**config.mk**
```make
export PLATFORM = sky130hd
export DESIGN_NAME = dlps_front
export DESIGN_NICKNAME = d
export VERILOG_FILES = /design/src/rtl/dlps_pkg.sv /design/src/rtl/dlps_front.sv
export SDC_FILE = /design/constraint.sdc
export NUM_CORES = 1
export LEC_CHECK = 0
export BUFFER_PORTS_ARGS = -buffer_cell sky130_fd_sc_hd__buf_2
export CORE_ASPECT_RATIO = 0.9
export CORE_UTILIZATION = 48
export CTS_BUF_LIST = sky130_fd_sc_hd__clkbuf_8
export DETAILED_ROUTE_END_ITERATION = 16
export GPL_TIMING_DRIVEN = 1
export PLACE_DENSITY = 0.78
export SLEW_MARGIN = 20
export SYNTH_ARGS = -nofsm -noshare
export SYNTH_HDL_FRONTEND = slang
export SYNTH_SLANG_ARGS = --single-unit
export TNS_END_PERCENT = 5
```
**constraint.sdc**
```tcl
create_clock -name clk -period 1.83 [get_ports clk]
set_clock_uncertainty 0.15 [all_clocks]
set_input_delay 0.0915 -clock clk [delete_from_list [all_inputs] [get_ports clk]]
set_output_delay 0.0915 -clock clk [all_outputs]
set_load 0.01 [all_outputs]
```
**src/rtl/dlps_pkg.sv**
```systemverilog
// ----------------------------------------------------------------------------
// dlps_pkg - shared types and constants of the delay-line pitch shifter
// Sample and coefficient widths, register indexes, queue item, back-end states.
// ----------------------------------------------------------------------------
package dlps_pkg;

  localparam int SAMPLE_W = 24;   // audio sample, signed
  localparam int MIX_W    = 16;   // wet share, Q1.15
  localparam int STEP_W   = 17;   // read pointer increment, Q.16
  localparam int FRAC_W   = 16;   // fraction bits of the read pointer

  // dry/wet products: signed sample times unsigned 16-bit weight
  localparam int MULW  = SAMPLE_W + MIX_W + 1;
  // interpolation product: 25-bit difference times unsigned fraction
  localparam int IPW   = SAMPLE_W + 1 + FRAC_W + 1;

  localparam logic [MIX_W-1:0]  MIX_ONE    = 16'h8000;
  localparam logic [STEP_W-1:0] STEP_RESET = 17'h10000;
  localparam int                MIX_SHIFT  = 15;

  localparam logic signed [MULW:0] ROUND_HALF = (MULW+1)'(16384);
  localparam logic signed [MULW:0] SAT_HI     = (MULW+1)'(8388607);
  localparam logic signed [MULW:0] SAT_LO     = -(MULW+1)'(8388608);

  localparam int CFG_IDX_W = 2;
  localparam int CFG_W     = STEP_W;

  typedef enum logic [CFG_IDX_W-1:0] {
    CFG_MIX    = 2'd0,
    CFG_STEP   = 2'd1,
    CFG_BYPASS = 2'd2
  } cfg_reg_t;

  typedef struct packed {
    logic [MIX_W-1:0]  mix;
    logic [STEP_W-1:0] step;
    logic              bypass;
  } cfg_t;

  // one queued sample, classified by the front end
  typedef struct packed {
    logic                       pass;     // goes straight to the output
    logic                       channel;
    logic signed [SAMPLE_W-1:0] sample;
  } item_t;

  localparam int           QUEUE_DEPTH = 2;
  localparam logic [1:0]   QUEUE_FULL  = 2'd2;

  typedef enum logic [2:0] {
    S_IDLE,     // take queue head; write store, read first tap
    S_SECOND,   // read second tap, latch first tap, dry product
    S_INTERP,   // (s2 - s1) * frac
    S_WET,      // wet value times mix
    S_SUM       // round, saturate, hand to output register
  } back_state_t;

endpackage

```
**src/rtl/dlps_front.sv**
```systemverilog
// ----------------------------------------------------------------------------
// dlps_front - input acceptance, classification and two-entry queue
// Marks pass-through samples and buffers items for the back end.
// ----------------------------------------------------------------------------
module dlps_front import dlps_pkg::*; #(
  parameter int CHANNELS = 2
) (
  input  logic                clk,
  input  logic                rst,
  input  logic                s_tvalid,
  output logic                s_tready,
  input  logic [SAMPLE_W-1:0] s_tdata,   // [23:0] sample_in
  input  logic [0:0]          s_tuser,   // [0] channel
  input  logic                bypass,
  output item_t               q_item,
  output logic                q_valid,
  input  logic                q_pop
);

  localparam logic HAS_CH1 = (CHANNELS > 1);

  item_t      q [QUEUE_DEPTH];
  logic       wr_ptr;
  logic       rd_ptr;
  logic [1:0] count;
  logic       push;
  item_t      in_item;

  assign s_tready = (count != QUEUE_FULL);
  assign push     = s_tvalid && s_tready;

  always_comb begin
    in_item.channel = s_tuser[0];
    in_item.sample  = $signed(s_tdata);
    // channel without a store passes through like bypass
    in_item.pass    = bypass | (s_tuser[0] & ~HAS_CH1);
  end

  assign q_valid = (count != 2'd0);
  assign q_item  = q[rd_ptr];

  always_ff @(posedge clk) begin
    if (push) begin
      q[wr_ptr] <= in_item;
    end
  end

  always_ff @(posedge clk) begin
    if (rst) begin
      wr_ptr <= 1'b0;
      rd_ptr <= 1'b0;
      count  <= 2'd0;
    end else begin
      if (push) begin
        wr_ptr <= ~wr_ptr;
      end
      if (q_pop) begin
        rd_ptr <= ~rd_ptr;
      end
      unique case ({push, q_pop})
        2'b10:   count <= count + 2'd1;
        2'b01:   count <= count - 2'd1;
        default: count <= count;
      endcase
    end
  end

`ifndef NO_ASSERTIONS
  a_count_max: assert property (@(posedge clk) disable iff (rst) count <= QUEUE_FULL)
    else $error("queue count beyond depth");
  a_count_up: assert property (@(posedge clk) disable iff (rst)
    push && !q_pop |=> count == $past(count) + 2'd1)
    else $error("queue count did not grow on push");
  a_count_dn: assert property (@(posedge clk) disable iff (rst)
    q_pop && !push |=> count == $past(count) - 2'd1)
    else $error("queue count did not shrink on pop");
`endif

endmodule

```
Word level (Yosys, flattened, before mapping). Memory sizes are Yosys's and may differ from the RTL's. A register that Yosys moved wholly into a read port is not among the register bits. Cells that the tools add are included.

Equal/unequal tests: 3. Multiplexer cells: 5. Bitwise gates (word level): 2. Add/sub/neg operators: 2. Reductions and logical operators: 3.

Operators with widths (count): $mux 1 (4); $pmux 2 s2 (1); $reduce_bool 2->1 (2); $add 2x1->2 const B (1); $eq 2x1->1 const B (1); $eq 2x2->1 const B (1); $ne 2x2->1 const B (1); $not 1->1 (2); $sub 2x1->2 const B (1); $logic_and 1x1->1 (1).

Memories: 1. RAM bits: 52. Output and inout bits: 28. Register bits: 4. Word-level logic and storage cells: 19.

Memory list: q (words 2, bits a word 26, read ports 1, clocked after memory_dff 1, write ports 1, line dlps_front.sv:22) `item_t q [QUEUE_DEPTH];`.

Depth between registers and ports, before layout. Gate-level depths: netlist of run 1.

Depth in word-level cells: 4. Mapped depth: 6. Gate-level depth less buffers: 6.

Worst setup path before layout of run 1. OpenSTA, ideal clock, no wires.

Path kind: flip-flop to flip-flop. From: reg count[0]. To: mem q[1][0] (netlist name) (enable). Slack: -0.036 ns. Period minus slack after synthesis: 1.866 ns. Required time: 1.295 ns. Stages on the path, launching flop included: 3. Buffers on the path: 0. Arrival time: 1.330 ns. Path through: dfxtp_1 > nand2b_1 > and3_1.

Word-level cells in the longest chain between the ends: 4.

Ends and longest elaborated chain: from (decl) (line dlps_front.sv:25) `logic [1:0] count;`; from (signal assigned) (line dlps_front.sv:61) `2'b10: count <= count + 2'd1;`; from (signal assigned) (line dlps_front.sv:62) `2'b01: count <= count - 2'd1;`; from (signal assigned) (line dlps_front.sv:63) `default: count <= count;`; $ne 2x2->1 (line dlps_front.sv:29) `assign s_tready = (count != QUEUE_FULL);`; via s_tready (line dlps_front.sv:11) `output logic s_tready,`; $logic_and 1x1->1 (line dlps_front.sv:30) `assign push = s_tvalid && s_tready;`; $mux 1 (line dlps_front.sv:43) `if (push) begin`; $mux 1 (not written as such) (line dlps_front.sv:44) `q[wr_ptr] <= in_item;`; to (decl) (line dlps_front.sv:22).

The timed path passes the listed nets, and every way through them passes these cells.

Final worst setup path of run 1.
From: reg count[0]. To: reg count[1].

Word-level cells in the longest chain between the ends: 4.

Ends and longest elaborated chain: $ne 2x2->1 (line dlps_front.sv:29); $logic_and 1x1->1 (line dlps_front.sv:30); $eq 2x1->1 / $eq 2x2->1 (equally long branches) (line dlps_front.sv:60) `unique case ({push, q_pop})`; $pmux 2 s2 / $reduce_bool 2->1 (equally long branches).

Parallel ways exist; a longest one is shown, timed or not. A chain may end at the register's enable or synchronous reset.

==> flow_summary.json, run 1 <==
{
  "grt_pass1_wl_um": 6260,
  "setup_viol": 0,
  "multiInputGateArea_um2": 405,
  "grt_pass1_vias": 1370,
  "fill_cells": 285,
  "rsz0062_at_grt": "false",
  "via_per_inst": 4.79,
  "finalMaxSlewViolations": 0,
  "fmax_mhz": 572,
  "min_period_ns": 1.75,
  "numCtsBuffers": 9,
  "clk_pin_slew_ns": 0.06,
  "core_area_um2": 4130,
  "ys_seq_elements": 57,
  "initial_utilization_pct": 50.5,
  "die_h_um": 64.6,
  "setup_slack_ns": 0.0831,
  "cap_violations": 0,
  "critical_path_arrival_ns": 1.84,
  "place_congestion": 0.655,
  "max-vdd-ir-drop_mv": 0.643,
  "switchingPower_mw": 0.726,
  "cell_internal_pwr_mw": 2.42,
  "synth.distinct_cells": 19,
  "dr.first_iter.drc_count": 59,
  "hold_class": "in -> reg",
  "track_usage_pct": 19.5,
  "path_class": "reg -> reg",
  "grt_overflow": 0,
  "power_frac_comb_pct": 15.7,
  "netlist_area_um2": 2090,
  "die_area_um2": 4620,
  "synthCells": 104,
  "grt_max_degree": 20,
  "io_pins": 58,
  "maxSlewHeadroom_pct": 85.0,
  "swShare_pct": 23.1,
  "syn_avg_cell_area_um2": 20.1,
  "area_delta_synth_final_pct": 41.1,
  "setup_tns_ns": 0,
  "finalPower_mw": 3.14,
  "place_hpwl_um": 2280,
  "status": "finished, final reports clean",
  "nets": 235,
  "p_leak_nw": 1.16,
  "synthesis.nets": 135,
  "cp-start-kind": "register",
  "post-cts-setup-buffers": 0,
  "clockBufferDepth": 2,
  "layout_worst_path_cycle_share_pct": 95.5,
  "first_pass_iters": 4,
  "required_ns": 1.92,
  "hold_slack_ns": 0.344,
  "final-seq-area_um2": 1660,
  "postRouteWirelength_um": 4010,
  "power_frac_seq_pct": 50.8,
  "antenna_found_initial": 0,
  "worstPathMaxFanout": 5,
  "rr_worst_depth": 5,
  "min_path_cells": 2,
  "mostFrequentLayoutCells": "57 x buf_2, 52 x edfxtp_1, 30 x dlygate4sd3_1",
  "path_delay_family": "simple AND/OR/NAND/NOR gates",
  "place_ws_ns": 0.121,
  "worstReg2RegEnd": "count[1]",
  "min_to": "q[0][23]",
  "r2r-start": "count[0]",
  "wire_per_inst_um": 15.6,
  "fp.dieW_um": 71.5,
  "power_frac_clock_pct": 33.5,
  "ys_seq_area_share_pct": 79.6,
  "cts_tree": "yes",
  "power_density_nw_per_um2": 1070,
  "hold_viol": 0,
  "path_buf_inv": 0,
  "cp_cell_sequence": "nand2b_1 -> nand2_1 -> ha_1 -> or3_1 -> a21oi_1",
  "holdCritStartpoint": "s_tdata[23]",
  "cts_resized": 0,
  "clock_latency_ns": 0.32,
  "mostFrequentLayoutCell": "buf_2",
  "ys_warn_count": 0,
  "num_rows": 22,
  "crit_slowest_cell": "dfxtp_1",
  "drc_errors": 0,
  "tightest_slew_ns": 0.225,
  "numPortBuffers": 57,
  "root_buffer": "clkbuf_8",
  "diodes": 0,
  "htreeDepth": 3,
  "vias": 1232,
  "timing.reg2reg.setup_slack_ns": 0.08,
  "end_kind": "register",
  "clkSinkCount": 57,
  "drive_gt1_share_pct": 48.8,
  "ant_nets": 0,
  "max_stage_delay_ns": 0.39
}
## worst max-delay path by stage
stage | start | endpoint | slack [ns] | depth (start not counted)
final | count[0] | count[1] | 0.08 | 5
after global routing | count[0] | count[1] | 0.01 | 5
after floorplan | count[0] | q[0][0] | 0.06 | 3
after global placement | count[0] | count[1] | 0.22 | 5
after CTS | count[0] | count[1] | 0.09 | 5
after detailed placement | count[0] | count[1] | 0.12 | 5
## state kept, by name (all words and copies together), names as in the netlist, named ones only
name    count
wr_ptr      1
count       2
rd_ptr      1
q          52
## final cells by class
class                           count  share of cell area [%]
Sequential cell                    57                    56.4
Timing Repair Buffer               92                    21.6
Multi-Input combinational cell     43                    13.8
Clock buffer                        9                    4.21
Tap cell                           48                    2.04
Clock inverter                      7                    1.83
Inverter                            1                   0.127
## Yosys cell counts
master | count | area [µm²]
nand2b_1 | 1 | 6.26
buf_4 | 1 | 7.51
or2_2 | 1 | 6.26
inv_1 | 1 | 3.75
xnor2_1 | 2 | 17.5
a21oi_1 | 2 | 10.0
dfxtp_1 | 5 | 100
ha_1 | 1 | 12.5
edfxtp_1 | 52 | 1560
a21bo_2 | 1 | 10.0
nand3b_1 | 1 | 7.51
or3_1 | 1 | 6.26
buf_2 | 2 | 10.0
o21ai_0 | 1 | 5.00
nand2_1 | 1 | 3.75
nor2_1 | 3 | 11.3
and3_1 | 1 | 6.26
mux2_2 | 26 | 293
xor2_1 | 1 | 8.76
## cell families after synthesis
| logic type | after synthesis | share of synthesized area (%) |
|---|---|---|
| AO/OA/AOI/OAI | 4 | 1.20 |
| XOR/XNOR | 3 | 1.26 |
| adder cells (fa/ha/maj) | 1 | 0.599 |
| buffers and inverters | 4 | 1.02 |
| flip-flops | 57 | 79.6 |
| multiplexers | 26 | 14.0 |
| AND/OR/NAND/NOR | 9 | 2.28 |
## repair_timing
action	4_1_cts	5_1_grt
endpoints found under the hold margin	57	0
endpoints found under the setup margin	0	0
hold buffers	30	0
## per-layer routing
| layer | track usage (%) | share of wire, % | up-vias |
|---|---|---|---|
| li1 | - | - | 604 |
| met1 | 19.8 | 39 | 587 |
| met2 | 36.7 | 56 | 37 |
| met3 | 7.00 | 4.1 | 4 |
| met4 | 7.35 | 0.52 | 0 |
| met5 | 0 | 0 | - |
## metrics by stage
stage | instance area [µm²] | utilization [%] | std cells
6_report | 2940 | 71.3 | 257
2_1_floorplan | 2090 | - | 104
4_1_cts | 2940 | 71.3 | 257
3_3_place_gp | 2470 | 59.7 | 211
5_1_grt | 2940 | 71.3 | 257
3_5_place_dp | 2470 | 59.7 | 211
## power groups by stage
stage | clock (mW) | sequential, mW | combinational, mW
after floorplan | 0 | 1.61 | 0.259
after global placement | 0 | 1.61 | 0.428
after detailed placement | 0 | 1.62 | 0.442
after CTS | 1.07 | 1.60 | 0.495
after global routing | 1.14 | 1.61 | 0.532
final | 1.05 | 1.60 | 0.492
## worst reg2reg max path: stages, from the launching register on
cell and delay (ns):
dfxtp_1 0.39, nand2b_1 0.21, nand2_1 0.08, ha_1 0.32
or3_1 0.35, a21oi_1 0.16
(Power assumes the default switching activity.)
==> run 2, diff against run 1 <==
--- a/config.mk
+++ b/config.mk
@@ -7,6 +7,7 @@
 export LEC_CHECK = 0
 export BUFFER_PORTS_ARGS = -buffer_cell sky130_fd_sc_hd__buf_2
 export CORE_ASPECT_RATIO = 0.9
+export CORE_MARGIN = 1.5
 export CORE_UTILIZATION = 48
 export CTS_BUF_LIST = sky130_fd_sc_hd__clkbuf_8
 export DETAILED_ROUTE_END_ITERATION = 16
==> run 2 against run 1 <==
Critical path depth did not move. Maximum frequency rose by 0.87%. Clock power rose by 6%. Utilization rose by 0.091 points. Total power rose by 1.5%. Die area rose by 3.0%.
==> flow_summary.json, run 2 (synthesis results as in run 1) <==
{
  "cap_violations": 0,
  "path_class": "reg -> reg",
  "postRouteWirelength_um": 3900,
  "nets": 235,
  "end_kind": "register",
  "place_ws_ns": 0.125,
  "power_frac_clock_pct": 34.7,
  "power_frac_comb_pct": 15.2,
  "max-vdd-ir-drop_mv": 0.815,
  "grt_pass1_wl_um": 6080,
  "crit_slowest_cell": "dfxtp_1",
  "hold_slack_ns": 0.342,
  "die_h_um": 65.6,
  "first_pass_iters": 4,
  "top_register": "q",
  "setup_viol": 0,
  "setup_tns_ns": 0,
  "top_regs": "q: 52 flops, count: 2 flops",
  "swShare_pct": 23.7,
  "drive_gt1_share_pct": 51.7,
  "hold_class": "in -> reg",
  "clockBufferDepth": 2,
  "grt_max_degree": 18,
  "grt_pass1_vias": 1369,
  "antenna_found_initial": 0,
  "topRoutingLayerUsed": "met4",
  "root_buffer": "clkbuf_8",
  "clock_latency_ns": 0.32,
  "required_ns": 1.94,
  "wl_met3_um": 185,
  "wire_per_inst_um": 15.2,
  "switchingPower_mw": 0.756,
  "vias": 1244,
  "finalMaxSlewViolations": 0,
  "hold_viol": 0,
  "power_density_nw_per_um2": 1080,
  "die_area_um2": 4750,
  "tightest_slew_ns": 0.240,
  "fp.dieW_um": 72.5,
  "cp_cell_sequence": "nand2b_1 -> nand2_1 -> ha_1 -> or3_1 -> a21oi_1",
  "drc_errors": 0,
  "rsz0062_at_grt": "false",
  "max_stage_delay_ns": 0.38,
  "mostFrequentLayoutCells": "57 x buf_2, 52 x edfxtp_1, 29 x dlygate4sd3_1",
  "maxSlewHeadroom_pct": 84.0,
  "ant_nets": 0,
  "area_delta_synth_final_pct": 41.2,
  "cell_internal_pwr_mw": 2.43,
  "core_area_um2": 4130,
  "met2_length_um": 2060,
  "p_leak_nw": 1.15,
  "largest_register_ffs": 52,
  "setup_slack_ns": 0.0982,
  "initial_utilization_pct": 50.5,
  "cp-start-kind": "register",
  "fin_area_um2": 2950,
  "worstPathMaxFanout": 5,
  "status": "finished, final reports clean",
  "mostFrequentLayoutCell": "buf_2",
  "htreeDepth": 3,
  "dr.first_iter.drc_count": 35,
  "place_hpwl_um": 2480,
  "num_rows": 22,
  "met1Wirelength_um": 1600,
  "clk_pin_slew_ns": 0.06,
  "io_pins": 58,
  "clkSinkCount": 57,
  "diodes": 0,
  "cts_tree": "yes",
  "critical_path_arrival_ns": 1.84,
  "postPlaceCellArea_um2": 2460,
  "fmax_mhz": 577,
  "min_period_ns": 1.73,
  "track_usage_pct": 18.1,
  "place_congestion": 0.762,
  "power_frac_seq_pct": 50.2,
  "post-cts-setup-buffers": 0,
  "grt_overflow": 0,
  "layout_worst_path_cycle_share_pct": 94.6,
  "via_per_inst": 4.84,
  "numPortBuffers": 57,
  "numCtsBuffers": 9
}
## run 2: final cells by class
cell class	instances	area, µm²
Clock inverter	7	71.3
Timing Repair Buffer	92	621
Clock buffer	9	124
Inverter	1	3.75
Tap cell	48	60.1
Sequential cell	57	1660
Fill cell	289	1180
Multi-Input combinational cell	43	405
## run 2: worst paths after layout
path	start	end	slack [ns]	depth (start not counted)
hold / removal	s_tdata[8]	q[0][8]	0.34	2
setup reg to reg	count[0]	count[1]	0.1	5
setup / recovery	count[0]	count[1]	0.1	5
hold reg to reg	rd_ptr	rd_ptr	0.38	2
## run 2: per-stage QoR
stage | power [mW] | cells | util, %
after global routing | 3.35 | 257 | 71.4
after floorplan | 1.87 | 104 | -
after detailed placement | 2.06 | 212 | 59.6
final | 3.19 | 257 | 71.4
after global placement | 2.04 | 212 | 59.6
after CTS | 3.23 | 257 | 71.4
## run 2: power by group through the flow
stage | registers [mW] | logic, mW | clock network [mW]
final | 1.60 | 0.483 | 1.11
after detailed placement | 1.63 | 0.435 | 0
after global placement | 1.62 | 0.420 | 0
after floorplan | 1.61 | 0.259 | 0
after CTS | 1.60 | 0.484 | 1.14
after global routing | 1.61 | 0.520 | 1.22
## run 2: repair_timing
action	CTS	global route
endpoints found under the setup margin	15	0
gates resized for setup	1	0
hold endpoints to repair	57	0
hold buffers	29	0
## run 2: worst max-delay path: cells and delay by family (launching register included)
| kind | cells | cell delay [ns] |
|---|---|---|
| AOI/OAI and AO/OA | 1 | 0.14 |
| adders and majority gates | 1 | 0.31 |
| DFF | 1 | 0.38 |
| and+or+nand+nor | 3 | 0.67 |
## run 2: per-layer routing
layer | up-vias | GRT usage, %
li1 | 602 | -
met5 | - | 0
met1 | 594 | 18.8
met4 | 0 | 9.91
met3 | 10 | 6.13
met2 | 38 | 32.2
==> run 3, diff against run 2 <==
--- a/config.mk
+++ b/config.mk
@@ -8,11 +8,10 @@
 export BUFFER_PORTS_ARGS = -buffer_cell sky130_fd_sc_hd__buf_2
 export CORE_ASPECT_RATIO = 0.9
 export CORE_MARGIN = 1.5
-export CORE_UTILIZATION = 48
-export CTS_BUF_LIST = sky130_fd_sc_hd__clkbuf_8
+export CORE_UTILIZATION = 46
 export DETAILED_ROUTE_END_ITERATION = 16
 export GPL_TIMING_DRIVEN = 1
-export PLACE_DENSITY = 0.78
+export PLACE_DENSITY = 0.75
 export SLEW_MARGIN = 20
 export SYNTH_ARGS = -nofsm -noshare
 export SYNTH_HDL_FRONTEND = slang
==> run 3 against run 2 <==
Count of clock-buffer cells in the layout increased by 1. Via count about the same. Cell area increased by 0.68%. Global-route usage decreased by 1.8 points. Routed wire length decreased by 3.0%. Worst hold slack got worse by 0.17 ns. Register-to-register slack improved by 0.02 ns. Clock power decreased by 5%. Non-clock buffer count decreased by 2. First-iteration DRC count increased by 57%. Combinational power increased by 4%. Utilization decreased by 4.0 points. Highest routed layer unchanged.
==> flow_summary.json, run 3 (synthesis results as in run 1) <==
{
  "numPortBuffers": 57,
  "clock_latency_ns": 0.31,
  "power_frac_comb_pct": 15.9,
  "cap_violations": 0,
  "multiInputGateArea_um2": 405,
  "clockBufferDepth": 2,
  "fmax_mhz": 585,
  "cp-start-kind": "register",
  "worstPathMaxFanout": 5,
  "hold_class": "in -> reg",
  "numCtsBuffers": 9,
  "cell_internal_pwr_mw": 2.43,
  "mostFrequentLayoutCells": "57 x buf_2, 52 x edfxtp_1, 29 x dlygate4sd3_1",
  "grt_overflow": 0,
  "switchingPower_mw": 0.715,
  "min_path_cells": 5,
  "required_ns": 1.93,
  "die_h_um": 66.9,
  "rr_worst_depth": 5,
  "setup_tns_ns": 0,
  "io_pins": 58,
  "setup_viol": 0,
  "grt_max_degree": 22,
  "holdCritStartpoint": "s_tvalid",
  "wire_per_inst_um": 14.1,
  "crit_slowest_cell": "dfxtp_1",
  "top_register": "q",
  "track_usage_pct": 16.3,
  "vias": 1243,
  "post-cts-setup-buffers": 0,
  "cts_tree": "yes",
  "place_hpwl_um": 2350,
  "clkSinkCount": 57,
  "worstReg2RegEnd": "count[1]",
  "status": "finished, final reports clean",
  "core_area_um2": 4400,
  "swShare_pct": 22.7,
  "max_stage_delay_ns": 0.38,
  "antenna_found_initial": 0,
  "ant_nets": 0,
  "grt_pass1_vias": 1207,
  "drc_errors": 0,
  "via_per_inst": 4.64,
  "rsz0062_at_grt": "false",
  "largest_register_ffs": 52,
  "tightest_slew_ns": 0.194,
  "crit_start": "count[0]",
  "path_class": "reg -> reg",
  "final-seq-area_um2": 1660,
  "first_pass_iters": 4,
  "timing.reg2reg.setup_slack_ns": 0.12,
  "dr.first_iter.drc_count": 55,
  "power_frac_clock_pct": 33.2,
  "place_congestion": 0.637,
  "cp_cell_sequence": "nand2b_1 -> nand2_1 -> ha_1 -> or3_1 -> a21oi_1",
  "r2r-start": "count[0]",
  "mostFrequentLayoutCell": "buf_2",
  "power_density_nw_per_um2": 1060,
  "grt_pass1_wl_um": 5550,
  "root_buffer": "clkbuf_8",
  "layout_worst_path_cycle_share_pct": 93.4,
  "initial_utilization_pct": 47.4,
  "power_frac_seq_pct": 50.8,
  "top_regs": "q: 52 flops, count: 2 flops",
  "nets": 233,
  "drive_gt1_share_pct": 50.0,
  "p_leak_nw": 1.15,
  "maxSlewHeadroom_pct": 87.0,
  "fp.dieW_um": 74,
  "end_kind": "register",
  "postRouteWirelength_um": 3790,
  "fill_cells": 301,
  "area_delta_synth_final_pct": 42.2,
  "hold_viol": 0,
  "diodes": 0,
  "finalPower_mw": 3.15,
  "die_area_um2": 4950,
  "min_period_ns": 1.71,
  "clk_pin_slew_ns": 0.06,
  "max-vdd-ir-drop_mv": 0.741,
  "finalMaxSlewViolations": 0,
  "min_to": "count[0]",
  "num_rows": 23,
  "critical_path_arrival_ns": 1.81,
  "htreeDepth": 3
}
run 3: critical path: cells and delay by family (launching register included):
kind	cells	cell delay, ns
AND/OR/NAND/NOR	3	0.65
adder cells (fa/ha/maj)	1	0.31
flip-flops	1	0.38
AO/OA/AOI/OAI	1	0.15
run 3: stage by stage:
stage / cell area, µm² / setup WS (ns) / hold slack (ns) / util, % / std cells
3_5_place_dp: 2500 / 0.126 / 0.133 / 56.8 / 224
3_3_place_gp: 2500 / 0.228 / 0.131 / 56.8 / 224
6_report: 2970 / 0.120 / 0.172 / 67.4 / 268
5_1_grt: 2970 / 0.0182 / 0.185 / 67.4 / 268
4_1_cts: 2970 / 0.000966 / 0.158 / 67.4 / 268
2_1_floorplan: 2090 / 0.0604 / 0.0106 / - / 104
run 3: metal layers:
layer / global-route usage [%] / vias up / part of all wire [%]
li1: - / 597 / -
met1: 17.6 / 599 / 42
met2: 27.0 / 42 / 53
met3: 7.87 / 5 / 4.0
met4: 6.94 / 0 / 1.3
met5: 0 / - / 0
run 3: worst max-delay path by stage:
stage | end | slack (ns) | cells past startpoint
after global placement | count[1] | 0.23 | 5
after floorplan | q[0][0] | 0.06 | 3
after CTS | q_item[10] | 0.001 | 3
after global routing | count[1] | 0.02 | 5
after detailed placement | count[1] | 0.13 | 5
final | count[1] | 0.12 | 5
run 3: cell type report:
type | count | share of cell area [%]
Sequential cell | 57 | 56.0
Tap cell | 62 | 2.61
Inverter | 1 | 0.126
Multi-Input combinational cell | 43 | 13.7
Clock inverter | 5 | 1.60
Timing Repair Buffer | 90 | 21.7
Clock buffer | 10 | 4.30
run 3: power groups by stage:
stage | registers [mW] | logic (mW) | clock network, mW
after global placement | 1.62 | 0.438 | 0
after floorplan | 1.61 | 0.259 | 0
after CTS | 1.60 | 0.506 | 1.08
final | 1.60 | 0.502 | 1.05
after global routing | 1.61 | 0.541 | 1.15
after detailed placement | 1.63 | 0.452 | 0
run 3: repair_timing:
action,in CTS,in global routing
hold endpoints to repair,57,0
endpoints found under the setup margin,0,21
resized for setup,0,1
hold buffers,29,0
